### src/rtl/core/servo_angle_to_pulse_control_unit_assert.svh
`ifndef SERVO_ANGLE_TO_PULSE_CONTROL_UNIT_ASSERT_SVH
`define SERVO_ANGLE_TO_PULSE_CONTROL_UNIT_ASSERT_SVH

// same-cycle implication, clocked on i_clk, off during reset
`define SAPC_ASSERT_IMP(name, ante, cons) \
    name: assert property (@(posedge i_clk) disable iff (!i_rst_n) (ante) |-> (cons)) \
        else $error("sapc assertion failed");

// next-cycle implication, clocked on i_clk, off during reset
`define SAPC_ASSERT_NXT(name, ante, cons) \
    name: assert property (@(posedge i_clk) disable iff (!i_rst_n) (ante) |=> (cons)) \
        else $error("sapc assertion failed");

`endif

### src/rtl/core/sapc_pkg.sv
package sapc_pkg;

    localparam int ANGLE_W    = 8;
    localparam int PULSE_W    = 16;
    localparam int TICK_W     = 16;
    localparam int DIVD_W     = 32;
    localparam int DIVS_W     = 16;
    localparam int CFG_IDX_W  = 3;
    localparam int CFG_DATA_W = 16;

    localparam int DIV_BITS_PER_CYC = 2;
    localparam int DIV_CYC          = DIVD_W / DIV_BITS_PER_CYC;
    localparam int DIV_CNT_W        = $clog2(DIV_CYC);

    localparam logic [ANGLE_W-1:0] ANGLE_CAP = 8'd180;

    localparam logic [ANGLE_W-1:0] RST_MIN_ANGLE   = 8'd0;
    localparam logic [ANGLE_W-1:0] RST_MAX_ANGLE   = 8'd180;
    localparam logic [PULSE_W-1:0] RST_MIN_PULSE   = 16'd1000;
    localparam logic [PULSE_W-1:0] RST_MAX_PULSE   = 16'd2000;
    localparam logic [ANGLE_W-1:0] RST_START_ANGLE = 8'd90;

    typedef enum logic [1:0] {
        OP_START,
        OP_SET,
        OP_INC,
        OP_DEC
    } t_op;

    typedef enum logic [CFG_IDX_W-1:0] {
        CFG_MIN_ANGLE,
        CFG_MAX_ANGLE,
        CFG_MIN_PULSE,
        CFG_MAX_PULSE,
        CFG_START_ANGLE
    } t_cfg_idx;

    typedef enum logic [3:0] {
        S_IDLE,
        S_ANGLE,
        S_RANGE,
        S_MUL,
        S_MAP_GO,
        S_MAP_WAIT,
        S_PULSE,
        S_SCALE,
        S_TICK,
        S_COMMIT,
        S_OUT
    } t_state;

    typedef struct packed {
        logic capture;
        logic angle;
        logic range;
        logic mul;
        logic div_start;
        logic tick;
        logic pulse;
        logic scale;
        logic commit;
        logic out_load;
    } t_cmd;

    typedef struct packed {
        logic skip;
        logic div_busy;
        logic div_done;
    } t_status;

endpackage

### src/rtl/core/servo_angle_to_pulse_control_unit.sv
// a command is taken only in the idle state, so the next one waits until the last result is
// loaded into the output register; an accepted command waits on the radix-4 divider for the
// angle-to-pulse mapping, and one ignored before start skips it
// a result may wait in the output register while the next command is taken
// reset (synchronous, active low): registers to defaults, not started, angle and ticks 0
module servo_angle_to_pulse_control_unit #(
    parameter int CLOCK_MHZ = 16,
    parameter int PRESCALE  = 8
) (
    input  logic                             i_clk,
    input  logic                             i_rst_n,
    input  logic                             i_valid,
    output logic                             o_ready,
    input  logic [1:0]                       i_opcode,
    input  logic [sapc_pkg::ANGLE_W-1:0]     i_value,
    output logic                             o_valid,
    input  logic                             i_ready,
    output logic [sapc_pkg::TICK_W-1:0]      o_pulse_cmp,
    output logic [sapc_pkg::ANGLE_W-1:0]     o_angle,
    output logic                             o_accepted,
    input  logic                             i_cfg_valid,
    output logic                             o_cfg_ready,
    input  logic [sapc_pkg::CFG_IDX_W-1:0]   i_cfg_index,
    input  logic [sapc_pkg::CFG_DATA_W-1:0]  i_cfg_data
);
    import sapc_pkg::*;

    t_cmd    cmd;
    t_status status;

    assign o_cfg_ready = 1'b1;

    sapc_ctrl u_ctrl (
        .i_clk    (i_clk),
        .i_rst_n  (i_rst_n),
        .i_valid  (i_valid),
        .o_ready  (o_ready),
        .o_valid  (o_valid),
        .i_ready  (i_ready),
        .i_status (status),
        .o_cmd    (cmd)
    );

    sapc_dp #(
        .CLOCK_MHZ (CLOCK_MHZ),
        .PRESCALE  (PRESCALE)
    ) u_dp (
        .i_clk       (i_clk),
        .i_rst_n     (i_rst_n),
        .i_cfg_we    (i_cfg_valid),
        .i_cfg_index (i_cfg_index),
        .i_cfg_data  (i_cfg_data),
        .i_opcode    (i_opcode),
        .i_value     (i_value),
        .i_cmd       (cmd),
        .o_status    (status),
        .o_pulse_cmp (o_pulse_cmp),
        .o_angle     (o_angle),
        .o_accepted  (o_accepted)
    );

endmodule

### src/rtl/core/sapc_div.sv
module sapc_div (
    input  logic                          i_clk,
    input  logic                          i_rst_n,
    input  logic                          i_start,
    input  logic [sapc_pkg::DIVD_W-1:0]   i_dividend,
    input  logic [sapc_pkg::DIVS_W-1:0]   i_divisor,
    output logic                          o_busy,
    output logic                          o_done,
    output logic [sapc_pkg::DIVD_W-1:0]   o_quotient
);
    import sapc_pkg::*;

    logic [DIVD_W-1:0]    r_quo;
    logic [DIVD_W-1:0]    n_quo;
    logic [DIVS_W-1:0]    r_rem;
    logic [DIVS_W-1:0]    n_rem;
    logic [DIVS_W-1:0]    r_dvs;
    logic [DIV_CNT_W-1:0] r_cnt;
    logic                 r_busy;
    logic                 r_done;

    logic [DIVS_W:0]      step_sh;

    // restoring division, two quotient bits per cycle
    always_comb begin
        n_rem   = r_rem;
        n_quo   = r_quo;
        step_sh = '0;
        for (int k = 0; k < DIV_BITS_PER_CYC; k++) begin
            step_sh = {n_rem, n_quo[DIVD_W-1]};
            n_quo   = {n_quo[DIVD_W-2:0], 1'b0};
            if (step_sh >= {1'b0, r_dvs}) begin
                step_sh  = step_sh - {1'b0, r_dvs};
                n_quo[0] = 1'b1;
            end
            n_rem = step_sh[DIVS_W-1:0];
        end
    end

    always_ff @(posedge i_clk) begin
        if (!i_rst_n) begin
            r_busy <= 1'b0;
            r_done <= 1'b0;
            r_cnt  <= '0;
        end else begin
            r_done <= 1'b0;
            if (i_start) begin
                r_busy <= 1'b1;
                r_cnt  <= '0;
            end else if (r_busy) begin
                r_cnt <= r_cnt + 1'b1;
                if (r_cnt == DIV_CNT_W'(DIV_CYC - 1)) begin
                    r_busy <= 1'b0;
                    r_done <= 1'b1;
                end
            end
        end
    end

    always_ff @(posedge i_clk) begin
        if (i_start) begin
            r_quo <= i_dividend;
            r_rem <= '0;
            r_dvs <= i_divisor;
        end else if (r_busy) begin
            r_quo <= n_quo;
            r_rem <= n_rem;
        end
    end

    assign o_busy     = r_busy;
    assign o_done     = r_done;
    assign o_quotient = r_quo;

endmodule

### src/rtl/core/sapc_dp.sv
module sapc_dp #(
    parameter int CLOCK_MHZ = 16,
    parameter int PRESCALE  = 8
) (
    input  logic                             i_clk,
    input  logic                             i_rst_n,
    input  logic                             i_cfg_we,
    input  logic [sapc_pkg::CFG_IDX_W-1:0]   i_cfg_index,
    input  logic [sapc_pkg::CFG_DATA_W-1:0]  i_cfg_data,
    input  logic [1:0]                       i_opcode,
    input  logic [sapc_pkg::ANGLE_W-1:0]     i_value,
    input  sapc_pkg::t_cmd                   i_cmd,
    output sapc_pkg::t_status                o_status,
    output logic [sapc_pkg::TICK_W-1:0]      o_pulse_cmp,
    output logic [sapc_pkg::ANGLE_W-1:0]     o_angle,
    output logic                             o_accepted
);
    import sapc_pkg::*;

    localparam int PAD_W    = PULSE_W - ANGLE_W;
    localparam int MHZ_W    = $clog2(CLOCK_MHZ + 1);
    localparam int SCALED_W = PULSE_W + MHZ_W;
    localparam int RECIP_SH = SCALED_W + $clog2(PRESCALE);
    localparam int RECIP_W  = SCALED_W + 2;
    localparam int TPROD_W  = SCALED_W + RECIP_W;

    localparam logic [63:0] RECIP_FULL =
        ((64'd1 << RECIP_SH) + 64'(PRESCALE) - 64'd1) / 64'(PRESCALE);
    localparam logic [SCALED_W-1:0] CLK_MULT = SCALED_W'(CLOCK_MHZ);
    localparam logic [RECIP_W-1:0]  RECIP    = RECIP_FULL[RECIP_W-1:0];

    logic [ANGLE_W-1:0] r_min_angle;
    logic [ANGLE_W-1:0] r_max_angle;
    logic [PULSE_W-1:0] r_min_pulse;
    logic [PULSE_W-1:0] r_max_pulse;
    logic [ANGLE_W-1:0] r_start_angle;

    logic               r_started;
    logic [ANGLE_W-1:0] r_cur_angle;
    logic [TICK_W-1:0]  r_cmp;

    t_op                r_op;
    logic [ANGLE_W-1:0] r_val;
    logic               r_acc;
    logic [ANGLE_W-1:0] r_angle;
    logic [PULSE_W-1:0] r_off;
    logic [PULSE_W-1:0] r_arange;
    logic [PULSE_W-1:0] r_prange;
    logic [DIVD_W-1:0]  r_prod;
    logic [PULSE_W-1:0] r_pulse;
    logic [SCALED_W-1:0] r_scaled;
    logic [TPROD_W-1:0] r_tick_prod;
    logic [TICK_W-1:0]  r_out_ticks;
    logic [ANGLE_W-1:0] r_out_angle;
    logic               r_out_acc;

    logic               skip;
    logic [ANGLE_W:0]   inc_sum;
    logic [ANGLE_W-1:0] tgt;
    logic [ANGLE_W-1:0] lo_angle;
    logic [ANGLE_W-1:0] clamp_angle;
    logic [PULSE_W-1:0] mapped;
    logic [PULSE_W-1:0] lo_pulse;
    logic [PULSE_W-1:0] clamp_pulse;
    logic [TPROD_W-1:0] tick_shift;
    logic [SCALED_W-1:0] tick_quo;
    logic [TICK_W-1:0]  sat_ticks;

    logic [DIVD_W-1:0]  div_dividend;
    logic [DIVS_W-1:0]  div_divisor;
    logic               div_busy;
    logic               div_done;
    logic [DIVD_W-1:0]  div_quo;

    assign skip = (r_op != OP_START) && !r_started;

    // target angle for the command, then clamp to the angle window
    always_comb begin
        inc_sum = {1'b0, r_cur_angle} + {1'b0, r_val};
        case (r_op)
            OP_START: tgt = r_start_angle;
            OP_SET:   tgt = r_val;
            OP_INC:   tgt = (inc_sum > {1'b0, ANGLE_CAP}) ? ANGLE_CAP : inc_sum[ANGLE_W-1:0];
            OP_DEC:   tgt = (r_val > r_cur_angle) ? '0 : r_cur_angle - r_val;
            default:  tgt = r_val;
        endcase
        lo_angle    = (tgt < r_min_angle) ? r_min_angle : tgt;
        clamp_angle = (lo_angle > r_max_angle) ? r_max_angle : lo_angle;
    end

    // mapped pulse, then clamp to the pulse window
    // ticks by reciprocal multiply, exact over the whole scaled pulse range
    always_comb begin
        mapped      = (r_arange == '0) ? r_min_pulse : r_min_pulse + div_quo[PULSE_W-1:0];
        lo_pulse    = (mapped < r_min_pulse) ? r_min_pulse : mapped;
        clamp_pulse = (lo_pulse > r_max_pulse) ? r_max_pulse : lo_pulse;
        tick_shift  = r_tick_prod >> RECIP_SH;
        tick_quo    = tick_shift[SCALED_W-1:0];
        sat_ticks   = (|tick_quo[SCALED_W-1:TICK_W]) ? '1 : tick_quo[TICK_W-1:0];
    end

    assign div_dividend = r_prod;
    assign div_divisor  = r_arange;

    sapc_div u_div (
        .i_clk      (i_clk),
        .i_rst_n    (i_rst_n),
        .i_start    (i_cmd.div_start),
        .i_dividend (div_dividend),
        .i_divisor  (div_divisor),
        .o_busy     (div_busy),
        .o_done     (div_done),
        .o_quotient (div_quo)
    );

    always_ff @(posedge i_clk) begin
        if (!i_rst_n) begin
            r_min_angle   <= RST_MIN_ANGLE;
            r_max_angle   <= RST_MAX_ANGLE;
            r_min_pulse   <= RST_MIN_PULSE;
            r_max_pulse   <= RST_MAX_PULSE;
            r_start_angle <= RST_START_ANGLE;
        end else if (i_cfg_we) begin
            case (i_cfg_index)
                CFG_MIN_ANGLE:   r_min_angle   <= i_cfg_data[ANGLE_W-1:0];
                CFG_MAX_ANGLE:   r_max_angle   <= i_cfg_data[ANGLE_W-1:0];
                CFG_MIN_PULSE:   r_min_pulse   <= i_cfg_data[PULSE_W-1:0];
                CFG_MAX_PULSE:   r_max_pulse   <= i_cfg_data[PULSE_W-1:0];
                CFG_START_ANGLE: r_start_angle <= i_cfg_data[ANGLE_W-1:0];
                default: ;
            endcase
        end
    end

    always_ff @(posedge i_clk) begin
        if (!i_rst_n) begin
            r_started   <= 1'b0;
            r_cur_angle <= '0;
            r_cmp       <= '0;
        end else if (i_cmd.commit) begin
            r_cur_angle <= r_angle;
            r_cmp       <= sat_ticks;
            if (r_op == OP_START) begin
                r_started <= 1'b1;
            end
        end
    end

    always_ff @(posedge i_clk) begin
        if (i_cmd.capture) begin
            r_op  <= t_op'(i_opcode);
            r_val <= i_value;
        end
        if (i_cmd.angle) begin
            r_angle <= clamp_angle;
            r_acc   <= !skip;
        end
        if (i_cmd.range) begin
            r_off    <= {{PAD_W{1'b0}}, r_angle} - {{PAD_W{1'b0}}, r_min_angle};
            r_arange <= {{PAD_W{1'b0}}, r_max_angle} - {{PAD_W{1'b0}}, r_min_angle};
            r_prange <= r_max_pulse - r_min_pulse;
        end
        if (i_cmd.mul) begin
            r_prod <= {{(DIVD_W-PULSE_W){1'b0}}, r_off} * {{(DIVD_W-PULSE_W){1'b0}}, r_prange};
        end
        if (i_cmd.pulse) begin
            r_pulse <= clamp_pulse;
        end
        if (i_cmd.scale) begin
            r_scaled <= {{MHZ_W{1'b0}}, r_pulse} * CLK_MULT;
        end
        if (i_cmd.tick) begin
            r_tick_prod <= {{RECIP_W{1'b0}}, r_scaled} * {{SCALED_W{1'b0}}, RECIP};
        end
        if (i_cmd.out_load) begin
            r_out_ticks <= r_cmp;
            r_out_angle <= r_cur_angle;
            r_out_acc   <= r_acc;
        end
    end

    assign o_status.skip     = skip;
    assign o_status.div_busy = div_busy;
    assign o_status.div_done = div_done;

    assign o_pulse_cmp = r_out_ticks;
    assign o_angle     = r_out_angle;
    assign o_accepted  = r_out_acc;

endmodule

### src/rtl/core/sapc_ctrl.sv
`include "servo_angle_to_pulse_control_unit_assert.svh"

module sapc_ctrl (
    input  logic               i_clk,
    input  logic               i_rst_n,
    input  logic               i_valid,
    output logic               o_ready,
    output logic               o_valid,
    input  logic               i_ready,
    input  sapc_pkg::t_status  i_status,
    output sapc_pkg::t_cmd     o_cmd
);
    import sapc_pkg::*;

    t_state r_state;
    t_state n_state;
    logic   r_out_valid;
    logic   n_out_valid;

    always_ff @(posedge i_clk) begin
        if (!i_rst_n) begin
            r_state     <= S_IDLE;
            r_out_valid <= 1'b0;
        end else begin
            r_state     <= n_state;
            r_out_valid <= n_out_valid;
        end
    end

    always_comb begin
        n_state = r_state;
        o_cmd   = '0;
        case (r_state)
            S_IDLE: begin
                if (i_valid) begin
                    o_cmd.capture = 1'b1;
                    n_state       = S_ANGLE;
                end
            end
            S_ANGLE: begin
                o_cmd.angle = 1'b1;
                n_state     = i_status.skip ? S_OUT : S_RANGE;
            end
            S_RANGE: begin
                o_cmd.range = 1'b1;
                n_state     = S_MUL;
            end
            S_MUL: begin
                o_cmd.mul = 1'b1;
                n_state   = S_MAP_GO;
            end
            S_MAP_GO: begin
                o_cmd.div_start = 1'b1;
                n_state         = S_MAP_WAIT;
            end
            S_MAP_WAIT: begin
                if (i_status.div_done) begin
                    n_state = S_PULSE;
                end
            end
            S_PULSE: begin
                o_cmd.pulse = 1'b1;
                n_state     = S_SCALE;
            end
            S_SCALE: begin
                o_cmd.scale = 1'b1;
                n_state     = S_TICK;
            end
            S_TICK: begin
                o_cmd.tick = 1'b1;
                n_state    = S_COMMIT;
            end
            S_COMMIT: begin
                o_cmd.commit = 1'b1;
                n_state      = S_OUT;
            end
            S_OUT: begin
                if (!r_out_valid || i_ready) begin
                    o_cmd.out_load = 1'b1;
                    n_state        = S_IDLE;
                end
            end
            default: begin
                n_state = S_IDLE;
            end
        endcase
    end

    // output slot is free again once its item is taken
    always_comb begin
        if (o_cmd.out_load) begin
            n_out_valid = 1'b1;
        end else if (i_ready) begin
            n_out_valid = 1'b0;
        end else begin
            n_out_valid = r_out_valid;
        end
    end

    assign o_ready = (r_state == S_IDLE);
    assign o_valid = r_out_valid;

    `SAPC_ASSERT_NXT(a_accept_busy, o_ready && i_valid, !o_ready)
    `SAPC_ASSERT_IMP(a_load_slot_free, o_cmd.out_load, !r_out_valid || i_ready)
    `SAPC_ASSERT_IMP(a_div_start_idle, o_cmd.div_start, !i_status.div_busy)
    `SAPC_ASSERT_NXT(a_map_done_next, (r_state == S_MAP_WAIT) && i_status.div_done,
                     r_state == S_PULSE)

endmodule

### config.mk
export PLATFORM = sky130hd
export DESIGN_NAME = servo_angle_to_pulse_control_unit
export DESIGN_NICKNAME = d
export VERILOG_FILES = /design/src/rtl/core/sapc_pkg.sv /design/src/rtl/core/servo_angle_to_pulse_control_unit.sv /design/src/rtl/core/sapc_div.sv /design/src/rtl/core/sapc_dp.sv /design/src/rtl/core/sapc_ctrl.sv
export VERILOG_INCLUDE_DIRS = /design/src /design/src/rtl/core
export SDC_FILE = /design/constraint.sdc
export NUM_CORES = 1
export LEC_CHECK = 0
export BUFFER_PORTS_ARGS = -buffer_cell sky130_fd_sc_hd__buf_2
export CAP_MARGIN = 40
export CELL_PAD_IN_SITES_DETAIL_PLACEMENT = 0
export CELL_PAD_IN_SITES_GLOBAL_PLACEMENT = 1
export CORE_ASPECT_RATIO = 1.4
export CORE_MARGIN = 4
export CORE_UTILIZATION = 45
export DETAILED_ROUTE_END_ITERATION = 8
export PLACE_DENSITY = 0.75
export SYNTH_ARGS = -nofsm -noshare
export SYNTH_HDL_FRONTEND = slang
export SYNTH_HIERARCHICAL = 1
export SYNTH_SLANG_ARGS = --single-unit
### constraint.sdc
create_clock -name i_clk -period 15.5 [get_ports i_clk]
set_input_delay 3.1 -clock i_clk [delete_from_list [all_inputs] [get_ports i_clk]]
set_output_delay 3.1 -clock i_clk [all_outputs]
set_load 0.05 [all_outputs]
* Word level (Yosys, flattened, before mapping) *
Cells that the tools add are included.

storage, ports and cells
  output and inout bits = 28
  input bits = 34
  logic and storage cells = 130
  bits in registers = 328

cells by class
  reductions and logical operators = 21
  muxes and demuxes = 38
  magnitude comparators = 8
  bitwise operators = 2
  add/sub/neg operators = 9
  eq/ne operators = 21
  multiply operators = 1

operators by type and width
  kind                                                                  count
  16-bit two-way mux                                                    6
  32-bit two-way mux                                                    2
  16-bit subtractor                                                     3
  4-bit case mux with 11 select lines                                   1
  17-bit by 16-bit greater-or-equal comparator with 1-bit output        2
  16-bit by 16-bit multiplier with 32-bit output                        1
  8-bit two-way mux                                                     4
  8-bit case mux with 4 select lines                                    1
  1-bit two-way mux                                                     20
  8-bit by 8-bit subtractor with 9-bit output                           2
  16-bit adder                                                          1
  4-bit by 3-bit == test with 1-bit output, second input constant       4
  4-bit == test, second input constant                                  4
  16-bit > comparator                                                   1
  8-bit > comparator                                                    2
  16-bit zero test                                                      1
  16-bit less-than comparator                                           1
  4-bit two-way mux                                                     4
  2-bit AND reduction                                                   6
  8-bit by 8-bit adder with 9-bit output                                1
  9-bit by 8-bit > comparator with 1-bit output, second input constant  1
  4-bit by 2-bit == test with 1-bit output, second input constant       2
  8-bit less-than comparator                                            1
  8-bit subtractor                                                      1
  other kinds (20)                                                      28

* Longest topological paths before layout *
  depth in word-level cells = 8
  mapped depth = 29
  depth with buffers taken out = 28

* Modules after synthesis *
The synthesis kept the hierarchy.

modules (own cells, without submodules)
  module                             seq. area each (µm²)  times used  cells each  area each (µm²)
  sapc_dp                            6,366.1               1           1,913       19,596.3
  sapc_div                           1,881.8               1           445         4,619.4
  sapc_ctrl                          100.1                 1           54          412.9
  servo_angle_to_pulse_control_unit  0.0                   1           2           11.3

* Worst setup path before layout *
OpenSTA, ideal clock, no wires.

  path kind = register -> register
  start = reg u_dp.r_off[8]
  end = reg u_dp.r_prod[31], in the netlist u_dp/div_dividend[31] (data pin)
  data required time = 15.240 ns
  path slack = 9.133 ns
  period minus slack after synthesis = 6.367 ns
  arrival = 6.107 ns
  path buffers = 1
  library setup time = 0.260 ns
  stages on the path, launching flop included = 24
  cells stage by stage = edfxtp_1 > clkbuf_1 > nand2_1 > inv_1 > fa_1 > inv_1 > fa_1 > fa_1 > fa_1 > inv_1 > fa_1 > inv_1 > fa_1 > inv_1 > ha_1 > a211oi_1 > nor3_1 > a311oi_1 > o21ai_0 > nand4_1 > a21oi_1 > a2111o_1 > a21oi_1 > xnor2_1

on the way
  longest elaborated chain between the ends = 1

RTL lines
  item                                            line            RTL
  start: declaration                              sapc_dp.sv:46   logic [PULSE_W-1:0] r_off;
  start signal: assignment                        sapc_dp.sv:159  r_off <= {{PAD_W{1'b0}}, r_angle} - {{PAD_W{1'b0}}, r_min_angle};
  16-bit by 16-bit multiplier with 32-bit output  sapc_dp.sv:164  r_prod <= {{(DIVD_W-PULSE_W){1'b0}}, r_off} * {{(DIVD_W-PULSE_W){1'b0}}, r_prange};
  end signal: assignment                          sapc_dp.sv:164
  end: declaration                                sapc_dp.sv:49   logic [DIVD_W-1:0] r_prod;

No other way between the ends.
A chain may end at the register's enable or synchronous reset.

* Worst setup path in the final report *
Ends and elaborated chain as after synthesis.

==> summary.txt <==
Status
  • Status: complete, no violations

Layout
  • Nets: 2907
  • Final Util: 0.4937
  • Post-layout instance area: between 20000 and 30000 um^2
  • Area Overhead vs Synth: 8.651%
  • Layout cells sized above 1: 0.1017
  • N_diodes: 0

Timing
  • Fmax: 137.1 MHz
  • Setup TNS: 0 ps
  • Fin crit share: 0.4705
  • Relative slew slack: 0.4002
  • Final clock skew: between 20 and 25 ps
  • Final Hold Vio Count: 0
  • Worst-Margin Slew: 899.7 ps
  • RSZ-0062 raised after global routing: false
  • Fin crit period: around 7300 ps
  • Setup-failing EPs final: 0
  • Max Slew Vio Count: 0

Drt
  • Post-DR wirelength/cell: approximately 19 um
  • DRC Markers: 0
  • Initial drt markers: 952
  • Vias per cell: 5.504
  • Final antenna-violating net count: 0
  • Detailed Route WL: roughly 60000 um
  • Via Count: roughly 18000
  • Drt pass-1 iters: 5

Global routing
  • All-layer global routing usage: 0.2074
  • Vias in the first global route: around 18000
  • Overflow after GRT: 0
  • Largest net degree at the start of global routing: 86
  • Initial antenna violation count: 0
  • First-pass GRT wire length: 97320 um

Worst hold path
  • Hold Crit Class: register to register

Die
  • IO Pins: 62
  • Full die area: ~59000 um^2
  • Core Box Area: approximately 54000 um^2
  • Chip Height: 284.8 um
  • Initial Utilization: 0.4544
  • Chip width: a little over 200 um
  • Row count: 101

Clocking
  • Clock buffer depth: 3
  • Num CTS Buffers: 35
  • Post-CTS Setup Inserts: 0
  • Clk slew on worst S/H paths: approximately 60 ps
  • Skew-Pair Late Insertion Delay: 560 ps
  • CTS root buf: clkbuf_16
  • TritonCTS clock tree: built
  • Hold buffers post-CTS: 0
  • Clock Sinks: ~310
  • Post_cts resized: 0
  • H-tree Lvls: 2

Yosys
  • Yosys warns: 6
  • Synth Net Count: between 2000 and 3000
  • Syn Inst Count: roughly 2400
  • Mapped Area: 24630 um^2
  • Avg Inst Size Synth: roughly 10 um^2

Worst setup path
  • WP data required: between 15000 and 20000 ps
  • Crit Path Category: register to register
  • Worst Path Max Fanout: 16
  • CP Data Arrival Time: 7590 ps
  • Endpoint type of the worst setup path: register
  • CP startpoint kind: register

Run
  • MaxCap Viol Count: 0

Placement
  • Placed wire-length estimate: 47420 um
  • IO buf count: 60
  • RePlAce Congestion: about 0.92
  • Placed Area: approximately 26000 um^2
-- sequential cells by signal (all words and copies together) (netlist names), 9 cells and up --
signal                 count
u_dp/div_dividend         32
u_dp/div_divisor           9
u_dp/o_pulse_cmp          16
u_dp/r_cmp                16
u_dp/r_max_pulse          16
u_dp/r_min_pulse          16
u_dp/r_off                 9
u_dp/r_prange             16
u_dp/r_pulse              16
u_dp/r_scaled             16
u_dp/r_tick_prod          16
u_dp/u_div/o_quotient     32
u_dp/u_div/r_dvs          16
u_dp/u_div/r_rem          16
-- final timing paths --
check / depth (start not counted) / end / from / slack [ps]
min: 0 / u_dp/r_scaled[11] / u_dp/r_pulse[7] / 410
max reg2reg: 22 / u_dp/div_dividend[31] / u_dp/r_off[8] / 8210
min reg2reg: 0 / u_dp/r_scaled[11] / u_dp/r_pulse[7] / 410
max: 22 / u_dp/div_dividend[31] / u_dp/r_off[8] / 8210
-- area by class of cell --
| cell class | count | area [um^2] |
|---|---|---|
| tap | 721 | 902.1 |
| timing repair buffer | 81 | 493.0 |
| fill | 5006 | 27450 |
| clock inverter | 14 | 110.1 |
| sequential | 314 | 8348 |
| multi-input combinational | 1710 | 14790 |
| inverter | 309 | 1160 |
| clock buffer | 50 | 962.2 |
-- cell usage in the layout (no fill, tap or decap), drive strengths merged, types with 8 or more instances in the layout --
cell type	count
o211ai	23
a21boi	37
buf	81
xor2	36
or2	8
nand2	240
o21ai	69
a211o	8
clkinv	12
dfxtp	108
mux2i	20
o21bai	8
fa	176
nor3	30
nor4	10
xnor2	62
and2	72
a21oi	126
o21a	23
nor2b	32
nand3	25
o221a	15
o31ai	10
nand4	16
a311oi	11
ha	246
mux2	72
clkbuf	50
a31oi	15
and3	14
a211oi	29
nand2b	25
nor2	126
edfxtp	206
a21o	53
inv	310
-- per-stage QoR --
step	instances	hold slack, ps	setup WS (ps)
final	3199	414.2	8207
after global routing	3199	419.9	7700
after CTS	3199	415.5	8110
after detailed placement	3135	404.5	8150
after global placement	3132	402.3	8202
after floorplan	2413	400.3	9133
-- worst max-delay path: stages, from the launching register on --
cell	delay, ps
edfxtp_1	620
nand2_1	250
inv_1	90
fa_1	610
inv_1	150
fa_1	530
fa_1	460
fa_1	540
inv_1	40
fa_1	470
inv_1	50
fa_1	480
inv_1	40
ha_1	360
a211oi_1	340
nor3_1	90
a311oi_1	690
o21ai_0	280
nand4_1	200
a21oi_1	80
a2111o_1	400
a21oi_1	180
xnor2_1	80
-- per-layer routing --
metal	routed length, um	global-route usage	up-vias
met5	0	0	-
met4	2498	0.08076	0
met3	2100	0.02412	137
met2	31440	0.3789	365
met1	24400	0.2469	8698
li1	-	-	8406
Power is not shown: default switching activity piles up to over one toggle a cycle in this logic, so the estimate is an artifact.
